<file path="src/c2s_delay.sv">
// delay line of registers that advance with the pipeline enable
module c2s_delay #(
  parameter int W     = 8,
  parameter int DEPTH = 4
) (
  input  logic         clk,
  input  logic         en,
  input  logic [W-1:0] d,
  output logic [W-1:0] q
);
  logic [W-1:0] tap [DEPTH];

  always_ff @(posedge clk) begin
    if (en) begin
      tap[0] <= d;
      for (int i = 1; i < DEPTH; i++) tap[i] <= tap[i-1];
    end
  end

  assign q = tap[DEPTH-1];
endmodule

</file>
<file path="config.mk">
export PLATFORM = sky130hd
export DESIGN_NAME = c2s_delay
export DESIGN_NICKNAME = d
export VERILOG_FILES = /design/src/c2s_delay.sv
export SDC_FILE = /design/constraint.sdc
export NUM_CORES = 1
export LEC_CHECK = 0
export BUFFER_PORTS_ARGS = -buffer_cell sky130_fd_sc_hd__buf_2
export CAP_MARGIN = 5
export CORE_UTILIZATION = 55
export DETAILED_ROUTE_END_ITERATION = 10
export PLACE_DENSITY = 0.76
export SYNTH_ARGS = -nofsm -noshare
export SYNTH_HDL_FRONTEND = slang
export SYNTH_SLANG_ARGS = --single-unit
</file>
<file path="constraint.sdc">
create_clock -name clk -period 1.4 [get_ports clk]
set_clock_uncertainty 0.2 [all_clocks]
set_input_delay 0.14 -clock clk [delete_from_list [all_inputs] [get_ports clk]]
set_output_delay 0.14 -clock clk [all_outputs]
set_load 0.1 [all_outputs]
</file>
-- After elaboration in Yosys (flattened, before gate mapping)
Memory sizes are Yosys's and may differ from the RTL's.
Cells that the tools add are included.
- register bits: 0
- memory bits (writable): 32
- bits of input ports: 10
- logic and storage cells: 3
- memories kept: 1
- memory list (memory ; words ; width ; read ports ; clocked after memory_dff ; wr ports ; line ; source):
    tap ; 4 ; 8 ; 4 ; 0 ; 4 ; 11 ; logic [W-1:0] tap [DEPTH];
- multiplexer cells: 2
- operators by type and width (kind ; number):
    2-to-1 mux 1 bit ; 2

-- Depth between registers and ports, before layout
Gate-level depths: netlist of run 1.
- word-level depth: 2
- depth in mapped cells: 0
- gate-level depth less buffers: 0

-- Worst setup path before layout of run 1
Ideal clock, no wire load.
- path kind: register to output
- from: mem tap[3][0]
- to: out q[0]
- arrival: 904 ps
- data required time: 1060 ps
- setup slack: 156 ps
- stages on the path, launching flop included: 1
- buffers on the path: 0
- cells stage by stage: edfxtp_1
- RTL lines (item ; line ; source):
    start: declaration ; 11 ;
    end: declaration ; 9 ; output logic [W-1:0] q

==> impl_metrics.ini, run 1 <==
[synth]
ys_types = 1
yosysTopAreaCellShare = 1.00
ys_warn_count = 0
async_reset_ff_frac = 0
synth_top_area_cell = edfxtp_1
syn-cell-area_sq_um = 961
synth-seq-area-share = 1.00
yosys_register_bits = 32
synthTopCellsByCount = edfxtp_1
postSynthAreaPerCell_sq_um = 30.0
syn_inst = 32
synth-edff-count = 32
syn_nets = 42
synth_top_flop_cell = edfxtp_1
synthTopCellsByArea = edfxtp_1
yosysMostFrequentCell = edfxtp_1

[timing]
fin_ws_ps = 124
holdWs_ps = 55.0
rsz0062_at_grt = false
hold_viol_final = 0
fmax_mhz = 784
fin_crit_ps = 1280
setup-tns-final_ps = 0
maxSlewHeadroom = 0.813
tightest_slew_ps = 283
final-setup-viol-count = 0
finalMaxSlewViolations = 0
fin_crit_sh = 0.911

[power_and_ir_drop]
p_leak_nw = 0.462
ir_drop_mv = 0.931
p_per_area_mw_per_mm2 = 1430

[grt]
grt_overflow = 0
grt_antenna_before_repair = 0
grt_pass1_wl_um = 1550
grt.total_usage = 0.134
grt_max_degree = 21
grt_pass1_vias = 386

[job]
drv_cap = 0

[cts]
clk_latency_ps = 310
cts.path.max_buffers = 2
cts_setup_buffers = 0
clk_pin_slew_ps = 90
cts_htree_levels = 2
cts_buffers = 5
cts_sinks = 32
root_buffer = clkbuf_4
cts_tree = built

[place]
place_ws_ps = 332
hpwl_um = 612
port_buffers = 17
gp_congestion = 0.597
placed_area_sq_mm = 0.00108

[final_layout]
num-fill-cells = 78
final_util = 0.782
num_antenna_cells = 0
reg_top3 = tap (32)
syn_to_final_growth_pct = 28.3
largest_register = tap
multi_input_cells = 0
multiInputGateArea_sq_um = 0
drive_above_1_share = 0.388
layout.nets = 76
largest_reg_flops = 32
finalInstanceArea_sq_mm = 0.00123

[floorplan]
ios = 18
start_util = 0.610
num_rows = 14
die_w_um = 43.8
core_area_sq_mm = 0.00158
die-area_sq_mm = 0.00192
fp.dieH_um = 43.8

[routing]
first_pass_iters = 6
drt_iter0_markers = 11
wl_per_cell_um = 12.5
drt_wl_total_um = 1040
vias = 404
ant_nets = 0
via_per_inst = 4.87
drc = 2

[worst_setup_path]
slowest_delay_ps = 340
cp.required_ps = 1060
path_max_fanout = 1
path_cells = buf_4
worstPathArrival_ps = 940
path_buf_inv = 1
crit_family = flip-flops
setup.worst_path.start_class = flip-flop
critical_path_class = reg -> out
endpoint_kind = primary output
slowest_stage = edfxtp_1

[hold_path]
hold_path.class = in -> reg

[status]
violations = DRC
status = complete, but fails checks
==> metrics by stage <==
step / cells / power (mW)
CTS: 83 / 1.78
detailed placement: 67 / 1.31
floorplan: 32 / 1.26
global placement: 67 / 1.30
global route: 83 / 1.84
finish: 83 / 1.76
==> final cells by class <==
type | instances | area, sq um | area share
clock buffers | 5 | 37.5 | 0.0305
flip-flops and latches | 32 | 961 | 0.780
clock inverters | 3 | 13.8 | 0.0112
well taps | 16 | 20.0 | 0.0162
repair buffers | 27 | 200 | 0.162
==> power by group <==
| group | switching [mW] | internal, mW | leakage [nW] |
|---|---|---|---|
| registers | 0.0152 | 1.13 | 0.313 |
| clock network | 0.267 | 0.184 | 0.0324 |
| logic | 0.122 | 0.0428 | 0.117 |
| total | 0.404 | 1.35 | 0.462 |
==> logic make-up after synthesis <==
| logic type | Yosys count | share of synthesized area |
|---|---|---|
| DFF | 32 | 1.00 |
==> cells in the final DEF, fill, tap and decap left out, drive strengths merged <==
cell type and count:
dlygate4sd3 8, clkbuf 5, edfxtp 32, clkinv 3
buf 19
==> final timing paths <==
check | from | to | slack (ps) | cells past startpoint
min reg2reg | tap[1][0]$_DFFE_PP_ | tap[2][0]$_DFFE_PP_ | 220 | 0
min | en | tap[2][7]$_DFFE_PP_ | 50 | 2
max reg2reg | tap[0][1]$_DFFE_PP_ | tap[1][1]$_DFFE_PP_ | 540 | 0
max | tap[3][1]$_DFFE_PP_ | q[1] | 120 | 1
==> metal layers <==
metal	wire length (um)	global-route usage
met1	422	0.127
met2	524	0.197
met3	80	0.100
met4	9	0.0938
met5	0	0
==> what timing repair did <==
item | CTS | global route
endpoints found under the hold margin | 8 | 0
resized for setup | 8 | 0
hold buffers | 8 | 0
endpoints found under the setup margin | 8 | 0
No activity file was read; power rests on OpenSTA's default activity.
==> run 2: changes to the inputs <==
GPL_ROUTABILITY_DRIVEN = 0   (was unset)
RECOVER_POWER = 25   (was unset)
TNS_END_PERCENT = 50   (was unset)
==> impl_metrics.ini, run 2 (synthesis gave the netlist of run 1 again) <==
[status]
violations = DRC
status = complete, but fails checks

[final_layout]
multi_input_cells = 0
syn_to_final_growth_pct = 27.5
finalInstanceArea_sq_mm = 0.00122
num-fill-cells = 80
final_common_cell = edfxtp_1
final_cell_mix = edfxtp_1, dlygate4sd3_1, buf_2, buf_4, clkbuf_4
regArea_sq_um = 961
reg_top3 = tap (32)
final_cells = 83
final_util = 0.777
num_antenna_cells = 0
layout.nets = 76
largest_reg_flops = 32
drive_above_1_share = 0.358
multiInputGateArea_sq_um = 0
largest_register = tap

[cts]
cts_tree = built
cts.path.max_buffers = 2
cts_buffers = 5
clk_pin_slew_ps = 90
clk_latency_ps = 310
cts_htree_levels = 2
root_buffer = clkbuf_4
cts_sinks = 32

[floorplan]
die_w_um = 43.8
num_rows = 14
start_util = 0.610
fp.dieH_um = 43.8
core_area_sq_mm = 0.00158
die-area_sq_mm = 0.00192
ios = 18

[grt]
grt.total_usage = 0.134
grt_antenna_before_repair = 0
grt_pass1_vias = 386
grt_pass1_wl_um = 1550
grt_overflow = 0
grt_max_degree = 21

[worst_setup_path]
critical_path_class = reg -> out
cp.required_ps = 1060
path_buf_inv = 1
crit_family = flip-flops
endpoint_kind = primary output
setup.worst_path.start_class = flip-flop
slowest_stage = edfxtp_1
worstPathArrival_ps = 940
path_max_fanout = 1
path_cells = buf_4
slowest_delay_ps = 340

[timing]
rsz0062_at_grt = false
hold_viol_final = 0
final-setup-viol-count = 0
fin_ws_ps = 124
fmax_mhz = 784
maxSlewHeadroom = 0.598
holdWs_ps = 220
setup-tns-final_ps = 0
fin_crit_ps = 1280
tightest_slew_ps = 602
finalMaxSlewViolations = 0
fin_crit_sh = 0.911

[routing]
ant_nets = 0
drc = 2
vias = 404
highest_layer = met4
drt_iter0_markers = 11
via_per_inst = 4.87
first_pass_iters = 6
wl_met2_um = 524
wl_met1_um = 425
wl_per_cell_um = 12.5
drt_wl_total_um = 1040
wl_met3_um = 80

[place]
port_buffers = 17
hpwl_um = 612
dp.cells = 67
placed_area_sq_mm = 0.00108
place_ws_ps = 332

[job]
drv_cap = 0

[power_and_ir_drop]
ir_drop_mv = 0.932
p_leak_nw = 0.455
power.total_mw = 1.76
p_per_area_mw_per_mm2 = 1430

[hold_path]
hold_path.class = reg -> reg
run 2: power breakdown:
group          internal [mW]  total, mW  switching, mW
Combinational         0.0401      0.162          0.122
Sequential              1.13       1.14         0.0152
Clock                  0.184      0.451          0.268
run 2: cell type report:
class                 count  area share
Clock buffer              5      0.0306
Clock inverter            3      0.0112
Sequential cell          32       0.784
Tap cell                 16      0.0163
Timing Repair Buffer     27       0.157
run 2: final timing paths:
kind | from | to | slack, ps | cells past startpoint
min reg2reg | tap[1][0]$_DFFE_PP_ | tap[2][0]$_DFFE_PP_ | 220 | 0
max | tap[3][1]$_DFFE_PP_ | q[1] | 120 | 1
max reg2reg | tap[0][1]$_DFFE_PP_ | tap[1][1]$_DFFE_PP_ | 540 | 0
min | tap[1][0]$_DFFE_PP_ | tap[2][0]$_DFFE_PP_ | 220 | 0
run 2: repair_timing:
item,4_1_cts,5_1_grt
setup buffers,0,0
endpoints found under the hold margin,8,0
gates resized for setup,8,0
endpoints found under the setup margin,8,0
hold buffers,8,0
run 2: per-layer routing:
layer,vias to the layer above,track usage
met5,-,0
met4,0,0.0938
met3,2,0.100
met2,23,0.197
met1,181,0.127
li1,198,-
