`config.mk`:
```
export PLATFORM = sky130hd
export DESIGN_NAME = c2s_isqrt
export DESIGN_NICKNAME = d
export VERILOG_FILES = /design/src/c2s_isqrt.sv
export SDC_FILE = /design/constraint.sdc
export NUM_CORES = 2
export LEC_CHECK = 0
export BUFFER_PORTS_ARGS = -buffer_cell sky130_fd_sc_hd__buf_2
export CORE_ASPECT_RATIO = 0.6
export CORE_MARGIN = 2
export CORE_UTILIZATION = 55
export CTS_CLUSTER_DIAMETER = 200
export CTS_CLUSTER_SIZE = 12
export DETAILED_ROUTE_END_ITERATION = 10
export GPL_TIMING_DRIVEN = 0
export PLACE_DENSITY = 0.74
export SYNTH_ARGS = -nofsm -noshare
export SYNTH_HDL_FRONTEND = slang
export SYNTH_SLANG_ARGS = --single-unit
export TNS_END_PERCENT = 1
```
`constraint.sdc`:
```
create_clock -name clk -period 3.5 [get_ports clk]
set_input_delay 0.7 -clock clk [delete_from_list [all_inputs] [get_ports clk]]
set_output_delay 0.7 -clock clk [all_outputs]
set_load 0.05 [all_outputs]
```
`src/c2s_isqrt.sv`:
```
// pipelined integer square root, one result bit per stage
module c2s_isqrt #(
  parameter int IN_W = 48
) (
  input  logic              clk,
  input  logic              en,
  input  logic [IN_W-1:0]   radicand,
  output logic [IN_W/2-1:0] root
);
  localparam int N  = IN_W / 2;
  localparam int RW = N + 3;

  logic [IN_W-1:0] rad_q  [N];
  logic [RW-1:0]   rem_q  [N];
  logic [N-1:0]    root_q [N];

  for (genvar j = 0; j < N; j++) begin : g_stage
    logic [IN_W-1:0] rad_in;
    logic [RW-1:0]   rem_in;
    logic [N-1:0]    root_in;
    logic [RW-1:0]   trial_rem;
    logic [RW-1:0]   trial;

    if (j == 0) begin : g_first
      assign rad_in  = radicand;
      assign rem_in  = '0;
      assign root_in = '0;
    end else begin : g_next
      assign rad_in  = rad_q[j-1];
      assign rem_in  = rem_q[j-1];
      assign root_in = root_q[j-1];
    end

    assign trial_rem = {rem_in[RW-3:0], rad_in[IN_W-1 -: 2]};
    assign trial     = {1'b0, root_in, 2'b01};

    always_ff @(posedge clk) begin
      if (en) begin
        rad_q[j] <= rad_in << 2;
        if (trial_rem >= trial) begin
          rem_q[j]  <= trial_rem - trial;
          root_q[j] <= {root_in[N-2:0], 1'b1};
        end else begin
          rem_q[j]  <= trial_rem;
          root_q[j] <= {root_in[N-2:0], 1'b0};
        end
      end
    end
  end

  assign root = root_q[N-1];
endmodule

```
# Word-level counts from Yosys, hierarchy flattened

Memory sizes are Yosys's and may differ from the RTL's.
Index checks and enable logic that the tools add are counted.

Memories kept: 3
Output and inout port bits: 24
Input bits: 50
Register bits after elaboration: 0
RAM bits: 2328

Multiplexer cells: 194
Bitwise gates (word level): 48
$lt $le $gt $ge: 24
$add $sub $neg: 24

Memories:

| memory | words | bits a word | rd ports | clocked after Yosys merged registers in | write ports | RTL line | text |
|---|---|---|---|---|---|---|---|
| rad_q  | 24    | 46          | 23       | 0                                       | 24          | 13       | `logic [IN_W-1:0] rad_q [N];` |
| rem_q  | 24    | 27          | 23       | 0                                       | 24          | 14       | `logic [RW-1:0] rem_q [N];` |
| root_q | 24    | 24          | 24       | 0                                       | 24          | 15       | `logic [N-1:0] root_q [N];` |

Operators by type and width:

| cell                                                                                | count |
|---|---|
| 27-bit two-way mux                                                                  | 24 |
| 27-bit by 26-bit greater-or-equal comparator with 1-bit output                      | 23 |
| 27-bit by 26-bit subtractor with 27-bit output                                      | 23 |
| 24-bit two-way mux                                                                  | 24 |
| 1-bit two-way mux                                                                   | 146 |
| 1-bit OR                                                                            | 48 |
| 2-bit by 1-bit subtractor with 3-bit output, second input constant                  | 1 |
| 2-bit by 1-bit greater-or-equal comparator with 1-bit output, second input constant | 1 |

# Longest topological paths before layout

An unclocked memory read counts as a cell.

Word-level depth: 6
Mapped depth: 14
Gate-level depth less buffers: 11

# Least setup slack after synthesis

No wires, ideal clock.

Kind: register -> register
Start: memory rem_q[1][12] (netlist name)
End: memory rem_q[1][30] (netlist name) (data pin)
Clock period less this slack: 3.357 ns
Arrival: 3.104 ns
Path buffers: 1
Required time: 3.246 ns
Slack: 0.143 ns
Cell stages (with the launch flop): 11
Cells stage by stage: edfxtp_1 > or4_4 > or4_4 > or3_4 > or3_4 > or3_4 > nor3_4 > and3b_1 > buf_6 > nor3_1 > a21o_1

RTL lines:

| item        | RTL line |
|---|---|
| from (decl) | 14 |

==> results by group <==
Setup path
  • Largest fanout of any net on the critical path: 5
  • Delay-heaviest family, CP: simple AND/OR/NAND/NOR gates
  • Number of cells on the critical path: 10
  • R2R depth: 10
  • Worst endpoint required time: 4020 ps
  • Kind of critical path: flop to flop
  • Arrival time of the worst setup path: 4190 ps
  • Endpoint kind of the worst setup timing path: flop
  • Cell-by-cell listing of the critical path: or4_4 > or4_4 > or3_4 > or3_4 > or3_4 > nor3_4 > and3b_2 > buf_6 > nor3_1 > a21o_1
  • Crit path launch type: flop
  • Sum of buffers and inverters on the critical path: 1
  • Critical path's most frequent cell: sky130_fd_sc_hd__or3_4
  • Cell type of the slowest stage on the worst timing path: sky130_fd_sc_hd__or4_4
  • Crit path largest cell delay: 560 ps

Power
  • Seq pwr share: 49.9%
  • Power density over cell area: 620 nW/µm²
  • Share of power burned in the clock network: 29.1%
  • Switching power total: 0.0128 W
  • Sw Ratio: 28.5%
  • Gate power share: 21.1%
  • Worst vdd ir: 471 µV
  • Leakage: 27.7 nW
  • Pint: 0.0320 W

Floorplan
  • Floorplan core area: 117000 µm²
  • Die extent in x: 447 µm
  • Height of the die: 270 µm
  • Total Die Area: 121000 µm²
  • Starting density of the core: 55.4%
  • Standard-cell row count: 97
  • I/O pin count: 74

Synth
  • Commonest register cell after synthesis: sky130_fd_sc_hd__edfxtp_1
  • Async SR Flop Fraction: 0%
  • Yosys warning total: 0
  • Average cell area after synthesis: 13.2 µm²
  • Post-synth net total: 5293
  • Netlist cell types: 85
  • Share of Yosys cell area claimed by the top area cell type: 64.7%
  • Number of enable-type register cells in the synthesized netlist: 1394
  • Number of storage elements in the synthesis netlist: 1395
  • Top post-synthesis cells by area: sky130_fd_sc_hd__edfxtp_1, sky130_fd_sc_hd__ha_1, sky130_fd_sc_hd__xnor2_1, sky130_fd_sc_hd__xor2_1, sky130_fd_sc_hd__a21oi_1
  • Top cells by count, synth: sky130_fd_sc_hd__edfxtp_1, sky130_fd_sc_hd__inv_1, sky130_fd_sc_hd__nor2_1
  • Cell with the most instances after synthesis: sky130_fd_sc_hd__edfxtp_1
  • Mapped Cells: 4917
  • Post-synthesis instance area: 64700 µm²
  • Post-synth top area cell: sky130_fd_sc_hd__edfxtp_1
  • Sequential cell area fraction in the yosys report: 64.7%

Clock network
  • Clock latency on the worst-skew pair: 770 ps
  • Clock buffer count from CTS: 134
  • Number of buffers inserted for hold repair after clock tree synthesis: 0
  • Root Buffer: sky130_fd_sc_hd__clkbuf_16
  • Clock tree from TritonCTS: done
  • Number of sinks handled by clock tree synthesis: 1395
  • Longest Clk Path Bufs: 3
  • Number of H-tree levels: 4
  • Clock edge transition at the registers on the reported setup and hold paths: 60 ps

STA
  • Fin. max-slew vios: 0
  • Setup repair after global routing missed its margin: true
  • Endpoints failing hold: 0
  • Worst Tran Pin Value: 1100 ps
  • WHS: 113 ps
  • Setup TNS Final: -2250 ps
  • Rel. slew slack: 25.8%
  • Final worst path period need: 3670 ps
  • Skew final: 24.4 ps
  • Max Fclk: 272 MHz
  • Final worst slack: -172 ps
  • Post-route clock period utilization: 105%
  • Number of failing setup endpoints in the final timing report: 39

Cells and area
  • Non-filler instance count after layout: 6763
  • Post-route cell area: 72200 µm²
  • Layout Nets: 5534
  • FILL cells: 8877
  • Syn-to-layout area delta: 11.5%
  • Proportion of layout cells with a drive suffix above 1: 10.5%

Route
  • DRC violation total after the first TritonRoute iteration: 4717
  • Detailed-route wire length per cell: 20.2 µm
  • Overall via count from detail_route: 39586
  • Post-route antenna net violation count: 0
  • Vias per cell: 5.85
  • Residual DRC count: 0
  • Routed Wire Length: 137000 µm
  • DRT Pass-1 Iters: 6

GRT
  • Number of antenna violations at the first check in global routing: 4
  • Gr ovfl total: 0
  • Pin count of the biggest net entering global routing: 135
  • Global-route wire length before repair: 212000 µm
  • Vias in the first global route: 36636
  • Global router's overall resource usage: 22.7%

Outcome
  • Outcome: finished with violations
  • Violations in the final reports: setup timing

Run
  • Max_cap viols: 0

Min path
  • Hold path cells: 1
  • Type of the worst min-delay path: input pin to flop

Placement
  • Port Buffer Count: 73
  • Cell Area, Placed: 67400 µm²
  • Hpwl dp: 96800 µm
  • Inst Count DP: 6588
  • Final Wtd Congestion: 0.942
## final timing paths
check / from / end / slack, ps
setup / recovery: rem_q[1][12]$_DFFE_PP_ / rem_q[1][30]$_DFFE_PP_ / -170
hold / removal: radicand[34] / rad_q[0][34]$_DFFE_PP_ / 110
setup reg to reg: rem_q[1][12]$_DFFE_PP_ / rem_q[1][30]$_DFFE_PP_ / -170
hold reg to reg: rad_q[0][304]$_DFFE_PP_ / rad_q[0][352]$_DFFE_PP_ / 410
## cell families (layout without fill, tap and decap cells)
family / after synthesis / after routing / share of synthesized area, %
and+or+nand+nor: 1272 / 1272 / 9.98
buffers and inverters: 493 / 753 / 2.88
xor gates and xnor gates: 433 / 433 / 5.86
other: 0 / 2 / 0
AOI/OAI and AO/OA: 908 / 908 / 8.72
muxes: 90 / 90 / 1.55
DFF: 1395 / 1395 / 64.7
adders and majority gates: 326 / 326 / 6.30
## through the flow
stage          power (W)  setup slack (ps)  util [%]
2_1_floorplan     0.0288               143         -
3_3_place_gp      0.0313            -10720      57.4
3_5_place_dp      0.0314             -3510      57.7
4_1_cts           0.0448              -166      61.4
5_1_grt           0.0469              -260      61.8
6_report          0.0448              -172      61.8
## placed cells by master (no fill, tap or decap), types with 49 or more instances in the layout
master / count
sky130_fd_sc_hd__edfxtp_1: 1394
sky130_fd_sc_hd__inv_1: 382
sky130_fd_sc_hd__nor2_1: 345
sky130_fd_sc_hd__ha_1: 316
sky130_fd_sc_hd__a21oi_1: 300
sky130_fd_sc_hd__nand2_1: 250
sky130_fd_sc_hd__xnor2_1: 219
sky130_fd_sc_hd__xor2_1: 212
sky130_fd_sc_hd__o21ai_0: 190
sky130_fd_sc_hd__clkbuf_16: 135
sky130_fd_sc_hd__nor3_1: 117
sky130_fd_sc_hd__a21o_1: 117
sky130_fd_sc_hd__mux2_2: 82
sky130_fd_sc_hd__buf_2: 77
sky130_fd_sc_hd__nand2b_1: 76
sky130_fd_sc_hd__nand3_1: 72
sky130_fd_sc_hd__o21a_1: 64
sky130_fd_sc_hd__nand4_1: 54
sky130_fd_sc_hd__nor2b_1: 53
sky130_fd_sc_hd__clkbuf_1: 49
## registers in the layout, summed over array words and instances, names as in the netlist
name	count
rad_q	552
root_q	300
rem_q	543
## timing repair
action / CTS / global route
gates resized for setup: 117 / 109
pin swaps: 11 / 15
gates cloned: 4 / 1
buffers inserted: 2 / 13
setup endpoints to repair: 1418 / 311
## power groups by stage
stage	sequential (W)	combinational (W)	clock, W
finish	0.0223	0.00943	0.0130
global route	0.0225	0.0104	0.0140
detailed placement	0.0226	0.00882	0
global placement	0.0227	0.00858	0
floorplan	0.0221	0.00671	0
CTS	0.0223	0.00910	0.0134
## routing by layer
metal	wire length (µm)	up-vias	track usage, %
li1	-	18569	-
met5	0	-	0
met2	48900	1617	26.4
met3	14900	146	6.35
met1	71000	19254	40.0
met4	2130	0	5.24
## cell type report
class	instances	area [µm²]	share of cell area (%)
Multi-Input combinational cell	3029	21600	29.9
Timing Repair Buffer	107	1000	1.38
Clock buffer	139	3370	4.67
Tap cell	1584	1980	2.75
Clock inverter	16	340	0.471
Antenna cell	2	5.00	0.00693
Sequential cell	1395	41900	58.0
Buffer	107	603	0.835
Inverter	384	1440	2.00
(Power assumes the default switching activity.)
