[src/c2s_pkg.sv]
// shared constants, types and helper functions for the cartesian to spherical converter
package c2s_pkg;

  localparam int CORDIC_STEPS = 28;
  localparam int CORDIC_W     = 36;
  localparam int ANG_W        = 31;
  localparam int ANGLE_Q_W    = 32;

  localparam int AZ_W  = 25;
  localparam int EL_W  = 24;
  localparam int RAD_W = 24;

  localparam int PROD_W    = 62;
  localparam int DEG_SHIFT = 52;
  localparam int RAD_PRESHIFT = 24;

  localparam logic [ANGLE_Q_W-1:0] PI_Q28      = 32'd843314857;
  localparam logic [ANGLE_Q_W-1:0] HALF_PI_Q28 = 32'd421657428;
  localparam logic [ANGLE_Q_W-1:0] TWO_PI_Q28  = 32'd1686629714;
  localparam logic [29:0]          DEG_PER_RAD_Q24 = 30'd961263669;

  // either a fixed angle, or a base that the cordic result is added to
  typedef struct packed {
    logic                 special;
    logic [ANGLE_Q_W-1:0] angle;
  } hp_sel_t;

  function automatic logic [27:0] atan_q28(input int unsigned i);
    logic [27:0] v;
    case (i)
      0:       v = 28'd210828714;
      1:       v = 28'd124459457;
      2:       v = 28'd65760959;
      3:       v = 28'd33381290;
      4:       v = 28'd16755422;
      5:       v = 28'd8385879;
      6:       v = 28'd4193963;
      7:       v = 28'd2097109;
      8:       v = 28'd1048571;
      9:       v = 28'd524287;
      10:      v = 28'd262144;
      11:      v = 28'd131072;
      12:      v = 28'd65536;
      13:      v = 28'd32768;
      14:      v = 28'd16384;
      15:      v = 28'd8192;
      16:      v = 28'd4096;
      17:      v = 28'd2048;
      18:      v = 28'd1024;
      19:      v = 28'd512;
      20:      v = 28'd256;
      21:      v = 28'd128;
      22:      v = 28'd64;
      23:      v = 28'd32;
      24:      v = 28'd16;
      25:      v = 28'd8;
      26:      v = 28'd4;
      27:      v = 28'd2;
      default: v = 28'd0;
    endcase
    return v;
  endfunction

  // number of significant bits, zero for zero
  function automatic logic [6:0] bit_len64(input logic [63:0] v);
    logic [6:0] len;
    len = 7'd0;
    for (int i = 0; i < 64; i++) begin
      if (v[i]) len = 7'(i + 1);
    end
    return len;
  endfunction

  // limit a cordic angle to [0, quarter turn]
  function automatic logic [ANGLE_Q_W-1:0] clamp_q28(input logic signed [ANG_W-1:0] a);
    logic [ANGLE_Q_W-1:0] r;
    if (a[ANG_W-1]) r = '0;
    else if (ANGLE_Q_W'(a) > HALF_PI_Q28) r = HALF_PI_Q28;
    else r = ANGLE_Q_W'(a);
    return r;
  endfunction

endpackage

[src/c2s_units.sv]
// q.28 radians to output units (radians or degrees), rounding and full-turn wrap
module c2s_units #(
  parameter int FRAC = 16
) (
  input  logic                                   clk,
  input  logic                                   en,
  input  logic                                   degrees,
  input  logic [c2s_pkg::ANGLE_Q_W-1:0]          angle,
  output logic [c2s_pkg::PROD_W - c2s_pkg::DEG_SHIFT + FRAC - 1:0] result
);
  import c2s_pkg::*;

  localparam int S  = DEG_SHIFT - FRAC;
  localparam int OW = PROD_W - S;
  localparam logic [63:0] HALF = 64'd1 << (S - 1);
  localparam logic [63:0] FULL_DEG =
    (64'(TWO_PI_Q28) * 64'(DEG_PER_RAD_Q24) + HALF) >> S;
  localparam logic [63:0] FULL_RAD =
    ((64'(TWO_PI_Q28) << RAD_PRESHIFT) + HALF) >> S;

  logic [PROD_W-1:0] scaled;
  logic [OW-1:0]     rounded;
  logic [63:0]       full;

  // radians are lifted by 24 bits so both units share one rounding shift
  always_ff @(posedge clk) begin
    if (en) begin
      if (degrees) scaled <= PROD_W'(angle) * PROD_W'(DEG_PER_RAD_Q24);
      else         scaled <= PROD_W'(angle) << RAD_PRESHIFT;
      rounded <= OW'((64'(scaled) + HALF) >> S);
      if (64'(rounded) >= full) result <= OW'(64'(rounded) - full);
      else                      result <= rounded;
    end
  end

  assign full = degrees ? FULL_DEG : FULL_RAD;
endmodule

[config.mk]
export PLATFORM = sky130hd
export DESIGN_NAME = c2s_units
export DESIGN_NICKNAME = d
export VERILOG_FILES = /design/src/c2s_pkg.sv /design/src/c2s_units.sv
export SDC_FILE = /design/constraint.sdc
export NUM_CORES = 1
export LEC_CHECK = 0
export BUFFER_PORTS_ARGS = -buffer_cell sky130_fd_sc_hd__buf_4
export CAP_MARGIN = 20
export CORE_UTILIZATION = 60
export CTS_CLUSTER_DIAMETER = 30
export DETAILED_ROUTE_END_ITERATION = 8
export GPL_TIMING_DRIVEN = 0
export PLACE_DENSITY = 0.77
export SETUP_SLACK_MARGIN = 0.3
export SLEW_MARGIN = 10
export SYNTH_ARGS = -nofsm -noshare
export SYNTH_HDL_FRONTEND = slang
export SYNTH_SLANG_ARGS = --single-unit
[constraint.sdc]
create_clock -name clk -period 8.4 [get_ports clk]
set_input_delay 0.42 -clock clk [delete_from_list [all_inputs] [get_ports clk]]
set_output_delay 0.42 -clock clk [all_outputs]
set_load 0.01 [all_outputs]
# After elaboration in Yosys (flattened, before gate mapping)
# Cells that the tools add are included.
# totals
regBits	114
inputBits	35
out_inout_bits	26
word_cells	11
# classes
addsub	2
mul	1
order_cmp	1
mux	3
# op_table
operator	count
$ge A26 B64 Y1	1
$add A62 B36 Y62 const B	1
$mul A32 B30 Y62 const B	1
$mux W56	1
$mux W26	1
$sub A26 B26 Y26	1
$mux W25	1

# Depth between registers and ports, before layout
# Gate-level depths: netlist of the first run.
# logic_depth
word_depth	3
mapped_depth	26
ltp_nobuf	26

# Worst setup path before layout of the first run
# OpenSTA, ideal clock, no wires.
# synth_timing
path_kind	input -> register
startpoint	input angle[1] (netlist name)
endpoint	register scaled[55] (data pin)
setup_time_ns	0.272
arrival_time_ns	7.240
required_time_ns	8.128
setup_slack_ns	0.888
path_stages	26
n_path_buf	0
cell_sequence	inv_1 fa_1 inv_1 fa_1 fa_1 inv_1 fa_1 inv_1 fa_1 fa_1 fa_1 inv_1 fa_1 inv_1 ha_1 a211oi_1 o211ai_1 a22oi_1 nand4_1 a221oi_2 o31ai_1 a221o_1 a21o_1 a41o_1 xnor2_1 mux2i_1
# synth_between
elab_chain_len	2
# synth_lines
item	line_no	rtl
from (decl)	c2s_units.sv:8	input logic [c2s_pkg::ANGLE_Q_W-1:0] angle,
$mul A32 B30 Y62	c2s_units.sv:28	if (degrees) scaled <= PROD_W'(angle) * PROD_W'(DEG_PER_RAD_Q24);
$mux W56	c2s_units.sv:28	
to (signal assigned)	c2s_units.sv:28	
to (signal assigned)	c2s_units.sv:29	else scaled <= PROD_W'(angle) << RAD_PRESHIFT;
to (decl)	c2s_units.sv:21	logic [PROD_W-1:0] scaled;
# Every way passes these cells.
# A chain may end at the register's enable or synchronous reset.

# Worst setup path in the final report of the first run
# layout_timing
startpoint	input angle[4] (netlist name)
endpoint	register scaled[55] (data pin)
# The elaborated chain is that of the path after synthesis.

==> results of run 1 <==
per-layer routing:
metal  vias to the layer above  track usage [%]
li1                       6400                -
met1                      6733             39.3
met2                       493             47.4
met3                        85             6.63
met4                         0             8.53
met5                         -                0
critical path: cells and delay by family:
kind | cells | cell delay (ns)
buffers and inverters | 7 | 0.55
AND/OR/NAND/NOR | 1 | 0.18
AO/OA/AOI/OAI | 8 | 1.89
adder cells (fa/ha/maj) | 9 | 4.63
multiplexers | 1 | 0.09
XOR/XNOR | 1 | 0.14
area by class of cell:
cell class | instances | area (um^2) | area share [%]
Multi-Input combinational cell | 1289 | 15500 | 71.8
Timing Repair Buffer | 72 | 552 | 2.56
Clock inverter | 5 | 83.8 | 0.389
Tap cell | 442 | 553 | 2.56
Buffer | 9 | 45.0 | 0.209
Inverter | 592 | 2240 | 10.4
Clock buffer | 10 | 229 | 1.06
Sequential cell | 79 | 2370 | 11.0
Yosys cell counts (all sizes together) (3+ instances only):
cell type	instances	share of area, %
and2	5	0.16
a31oi	5	0.16
a31o	3	0.13
o21a	4	0.15
o31ai	8	0.30
fa	359	36
o21ai	59	1.5
nand3b	4	0.15
mux2i	6	0.30
nand2b	9	0.28
inv	592	11
and4	3	0.13
nand2	79	1.5
xor2	28	1.2
buf	5	0.15
nand3	27	0.67
o211ai	5	0.19
a211oi	4	0.15
nor3	18	0.47
and3	9	0.28
o21bai	4	0.15
ha	406	25
o41ai	4	0.17
nor2b	12	0.37
xnor2	43	1.9
edfxtp	79	12
a21oi	64	1.6
or3	4	0.12
nor2	36	0.67
nand4	14	0.44
mux2	3	0.17
a21o	33	1.2
clkbuf	4	0.075
registers in the layout, indices dropped and copies added, names as in the netlist:
signal / flops
rounded: 26
result: 26
scaled: 27
path summary, 6_finish.rpt:
check                                    to  slack (ns)  cells after the start
worst max-delay path             scaled[55]        0.55                     27
worst min register to register  rounded[25]        0.55                      1
worst min-delay path            rounded[25]        0.55                      1
worst max register to register    result[1]        4.53                     16
metrics by stage:
| stage | std cells | hold slack (ns) |
|---|---|---|
| floorplan | 1969 | 0.525 |
| global placement | 2471 | 0.540 |
| detailed placement | 2471 | 0.536 |
| CTS | 2487 | 0.549 |
| global route | 2498 | 0.572 |
| finish | 2498 | 0.546 |
timing repair:
item,CTS,global route
endpoints found under the hold margin,0,0
pin swaps,0,11
setup endpoints to repair,1,11
hold buffers,0,0
resized for setup,1,18
setup buffers,1,11
cells by family after synthesis:
| kind of cell | synth area share (%) |
|---|---|
| multiplexers | 0.467 |
| XOR/XNOR | 3.10 |
| adder cells (fa/ha/maj) | 61.1 |
| AND/OR/NAND/NOR | 5.61 |
| flip-flops | 11.8 |
| buffers and inverters | 11.3 |
| AO/OA/AOI/OAI | 6.67 |
==> run metrics, run 1 <==
number of synthesized register bits=79; DRT met1 WL=19800 um; # rows=66; htree depth=3; maxcap violations=0; final HPWL from detailed placement=40300 um; Layout Utilization=66.0%; worst min path class=register to register; Rel. slew slack=around two fifths; Post-synth EDFFs=79; drt drc=0; pin count of the biggest net entering global routing=80; critical path peak fanout=10; setup violators final=0; GRT overflow=0; Core ar.=0.0327 mm^2; status=finished clean; yosys warns=0; via count=13711; TritonCTS Sinks=79; final hold violations=0; vias in the first global route=14757; dpl cell area=0.0211 mm^2; register area share after synthesis=11.8%; drt pass-1 iters=5; most frequent CP cell=fa_1; setup TNS=0 ns; DR WL met2=between 20000 and 25000 um; startpoint types=primary input; clk root buf=clkbuf_16; nets=2852; ANT cells=0; fin worst setup slack=0.549 ns; type of destination of the critical path=register; io pins=a little over 60; CP max stage delay=0.61 ns; port bufs=60; global-route wire length before repair=75100 um; mapped cell area=~0.02 mm^2; Die Y=185 um; layout cells sized above 1=5.45%; Final GP Congestion=0.951; Final Cycle Share=93.5%; post-route cell area=0.0216 mm^2; Setup CP Type=primary input to register; wirelength, routed=between 40000 and 50000 um; R2R Path Start=rounded[0]; synth unique cells=60; Hold Startpoint=scaled[61]; max-slew violation total from the final report=0; Syn Nets=2769; later-pin clock latency in the skew report=0.34 ns; DRT antenna net count=0; clock slew at reported path FFs=0.06 ns; prevailing post-synth register cell=edfxtp_1; FFs w/ async S/R, synth=0%; met3 WL=3950 um; Crit path required time=~8.5 ns; gr usage total=29.2%; Die Footprint=0.0342 mm^2; Avg Inst Size Synth=10.2 um^2; Slowest cell on crit path=fa_2; Die X=185 um; Worst Setup SP=angle[4]; Worst EP arrival=7.92 ns; Mapped Cells=1969; P&R area growth vs syn=7.36%; clk buf depth=2; clock skew=0.00355 ns; unrepaired setup endpoints after global routing=true; filler instances=~2600; vias per inst=5.49; most common cell after layout, fill and taps aside=inv_1; highest routed layer=met4; mean routed wirelength per cell=18.4 um; worst slack, placed=-0.0613 ns; initial drt markers=767; antenna violations before repair=0; f_max=127 MHz; starting density of the core=about three fifths; total CTS buffers=9; most frequent cells in the layout=inv_1 (587), ha_1 (405), fa_1 (356); CTS tree=built; final worst path period need=7.85 ns; slew of the pin with the lowest slew margin=0.909 ns
Power of run 1 is left out: the tool's default activity adds up to more than one toggle a clock period on the data nets, which glitch-free logic cannot reach.
==> run 2: changes to the inputs <==
Settings changed: PLACE_DENSITY 0.77 to 0.81.
==> run metrics, run 2 (synthesis results as in run 1) <==
status=finished clean; Rel. slew slack=39.9%; internal reg-to-reg setup slack=4.53 ns; antenna violations before repair=0; placed cells=2471; Regs by FF count=scaled (27), result (26), rounded (26); drt drc=0; CTS tree=built; setup violators final=0; starting density of the core=around 60%; most frequent CP cell=fa_1; slew of the pin with the lowest slew margin=0.901 ns; f_max=126 MHz; Hold Path Depth=1; Hold Startpoint=scaled[61]; R2R cell count=16; final worst path period need=7.92 ns; CP max stage delay=0.57 ns; max-slew violation total from the final report=0; clk buf depth=2; vias per inst=approximately 5.5; Core ar.=0.0327 mm^2; DRT antenna net count=0; setup TNS=0 ns; maxcap violations=0; # hold bufs at CTS=0; via count=roughly 14000; Die Y=~180 um; htree depth=3; startpoint types=primary input; GRT overflow=0; # rows=66; ANT cells=0; Final GP Congestion=between 1 and 1.5; Most flops, register=scaled; later-pin clock latency in the skew report=0.34 ns; wirelength, routed=around 47000 um; layout cells sized above 1=5.12%; Die Footprint=0.0342 mm^2; worst min path class=register to register; P&R area growth vs syn=7.03%; global-route wire length before repair=about 77000 um; clk root buf=clkbuf_16; most common cell after layout, fill and taps aside=inv_1; TritonCTS Sinks=between 70 and 80; R2R Path Start=rounded[0]; Setup CP Type=primary input to register; unrepaired setup endpoints after global routing=true; RR Endpoint=result[1]; clock skew=0.00800 ns; gr usage total=29.8%; vias in the first global route=~15000; Die X=185 um; final HPWL from detailed placement=40700 um; most frequent cells in the layout=inv_1 (591), ha_1 (404), fa_1 (356); number of flip-flops in the largest register=27; Slowest cell on crit path=fa_1; total CTS buffers=9; final hold violations=0; clock slew at reported path FFs=0.05 ns; mean routed wirelength per cell=18.8 um; Final Cycle Share=between 90% and 100%; pin count of the biggest net entering global routing=80; Layout Cells excl Fill=2492; type of destination of the critical path=register; io pins=just over 60; initial drt markers=between 800 and 900; drt pass-1 iters=5; port bufs=60; nets=2846; critical path peak fanout=10; Worst Hold End=rounded[25]; Worst EP arrival=7.99 ns; Crit path required time=8.47 ns
## run 2: cell types whose count changed in the layout (fill, tap and decap cells not counted), sizes merged
cell      previous run  this run
inv                588       592
buf                 77        71
clkinvlp             6         3
bufinv               2         1
## run 2: metrics by stage
step / utilization (%) / setup slack, ns / cell area [um^2] / hold WS (ns)
floorplan: - / 0.888 / 20100 / 0.525
global placement: 64.5 / 0.0852 / 21100 / 0.536
detailed placement: 64.5 / 0.0438 / 21100 / 0.541
CTS: 65.4 / 0.386 / 21400 / 0.554
global route: 65.7 / 0.273 / 21500 / 0.584
finish: 65.7 / 0.483 / 21500 / 0.548
## run 2: critical path: cells and delay by family
kind	cells	cell delay, ns
AOI/OAI and AO/OA	7	1.95
xor gates and xnor gates	1	0.16
adders and majority gates	9	4.38
buffers and inverters	7	0.62
muxes	1	0.09
and+or+nand+nor	2	0.36
## run 2: repair_timing
item,in CTS,in global routing
setup buffers,0,6
setup endpoints to repair,0,10
gates resized for setup,0,16
## run 2: cell type report
type	count	area, um^2
Sequential cell	79	2370
Clock buffer	10	229
Timing Repair Buffer	66	503
Clock inverter	5	58.8
Tap cell	442	553
Buffer	9	45.0
Inverter	592	2230
Fill cell	2497	11200
Multi-Input combinational cell	1289	15500
## run 2: worst max path at each step
stage	start	end	slack, ns	cells after the start
final	angle[8]	scaled[55]	0.48	27
after global routing	angle[0]	scaled[55]	0.27	25
after CTS	angle[0]	scaled[55]	0.39	25
after detailed placement	angle[8]	scaled[55]	0.04	27
after global placement	angle[0]	scaled[55]	0.09	25
after floorplan	angle[1]	scaled[55]	0.89	26
## run 2: layer usage
layer	up-vias	share of wire [%]	global-route usage, %
met3	94	8.5	6.78
li1	6394	-	-
met5	-	0	0
met4	0	3.4	10.0
met2	530	46	48.5
met1	6693	42	39.3
Power of run 2 is left out for the same reason.
==> run 3: changes to the inputs <==
Settings changed: CORE_MARGIN set to 3.
==> run metrics, run 3 (synthesis results as in run 1) <==
Crit path required time=8.46 ns; drt pass-1 iters=5; clock slew at reported path FFs=0.06 ns; vias in the first global route=14923; Core ar.=approximately 0.033 mm^2; internal reg-to-reg setup slack=between 4 and 5 ns; Hold Startpoint=scaled[61]; initial drt markers=795; clock skew=0.00567 ns; Rel. slew slack=39.2%; startpoint types=primary input; final hold violations=0; final worst path period need=7.90 ns; Multi-input gate area=0.0155 mm^2; vias per inst=5.49; global-route wire length before repair=77300 um; total CTS buffers=9; clk root buf=clkbuf_16; htree depth=3; starting density of the core=about three fifths; ANT cells=0; status=finished clean; placed cells=approximately 2500; # hold bufs at CTS=0; Worst Setup SP=angle[2]; io pins=61; Die Y=approximately 190 um; TritonCTS Sinks=between 70 and 80; unrepaired setup endpoints after global routing=true; fin worst setup slack=0.504 ns; Layout Cells excl Fill=2490; worst min path class=register to register; R2R Path Start=rounded[0]; R2R cell count=16; Regs by FF count=scaled (27), result (26), rounded (26); Final Cycle Share=a little over nine tenths; nets=approximately 2800; Most flops, register=scaled; port bufs=60; Setup CP Type=primary input to register; GRT overflow=0; Reg area=0.00237 mm^2; layout cells sized above 1=under 10%; P&R area growth vs syn=7.11%; Die X=189 um; clk buf depth=2; Setup crit end=scaled[55]; critical path peak fanout=9; Die Footprint=0.0357 mm^2; # rows=66; max-slew violation total from the final report=0; most common cell after layout, fill and taps aside=inv_1; mean routed wirelength per cell=18.8 um; Hold Path Depth=1; later-pin clock latency in the skew report=roughly 0.33 ns; slew of the pin with the lowest slew margin=0.911 ns; via count=13679; maxcap violations=0; pin count of the biggest net entering global routing=80; filler instances=2532; setup violators final=0; wirelength, routed=46900 um; final HPWL from detailed placement=roughly 41000 um; type of destination of the critical path=register; number of flip-flops in the largest register=27; f_max=roughly 130 MHz; Worst EP arrival=7.96 ns; antenna violations before repair=0; DRT antenna net count=0; drt drc=0; worst slack, placed=-0.103 ns; RR Endpoint=result[1]; CTS tree=built; gr usage total=27.8%; most frequent cells in the layout=inv_1 (589), ha_1 (404), fa_1 (358); Final GP Congestion=1.00
[run 3: cell count changes in the layout (fill, tap and decap cells not counted), sizes merged]
cell    change
buf         -2
clkinv      -1
bufinv      +2
inv         -1
[run 3: critical path, stage by stage]
cell,delay [ns]
buf_6,0.13
fa_1,0.58
inv_1,0.07
fa_1,0.53
inv_1,0.07
fa_1,0.51
inv_1,0.06
fa_1,0.55
inv_1,0.09
fa_1,0.53
fa_1,0.54
fa_1,0.55
inv_1,0.06
fa_1,0.56
inv_1,0.06
ha_2,0.33
o21ai_1,0.17
o211ai_1,0.17
a22oi_1,0.22
nand4_1,0.19
a221oi_2,0.36
o31ai_2,0.11
a221o_1,0.38
a21o_1,0.25
a41o_1,0.26
xnor2_1,0.13
mux2i_1,0.09
[run 3: layout make-up]
cell class | count | area share [%]
sequential | 79 | 11.0
clock buffer | 10 | 1.06
multi-input combinational | 1289 | 72.0
timing repair buffer | 64 | 2.27
inverter | 592 | 10.4
buffer | 9 | 0.209
tap | 442 | 2.57
clock inverter | 5 | 0.494
[run 3: worst min path at each step]
stage / to / slack (ns)
after floorplan: result[11] / 0.53
after CTS: rounded[25] / 0.57
after global routing: rounded[25] / 0.59
final: rounded[25] / 0.57
after detailed placement: rounded[25] / 0.56
after global placement: rounded[25] / 0.53
[run 3: routing by layer]
layer	vias up	routed length, um	global-route usage [%]
met1	6751	20500	38.6
li1	6378	-	-
met3	78	3570	5.92
met2	472	21400	44.7
met4	0	1380	7.88
met5	-	0	0
[run 3: timing repair]
item,CTS,global route
gates resized for setup,1,14
buffers inserted,1,3
pin swaps,1,11
setup endpoints to repair,2,11
[run 3: per-stage QoR]
stage	TNS (ns)	instance area, um^2	util, %	hold WS [ns]
3_5_place_dp	-0.209	21100	64.3	0.558
4_1_cts	0	21400	65.4	0.572
6_report	0	21500	65.6	0.572
2_1_floorplan	0	20100	-	0.525
3_3_place_gp	-0.138	21100	64.3	0.534
5_1_grt	0	21500	65.6	0.587
Power of run 3 is left out for the same reason.
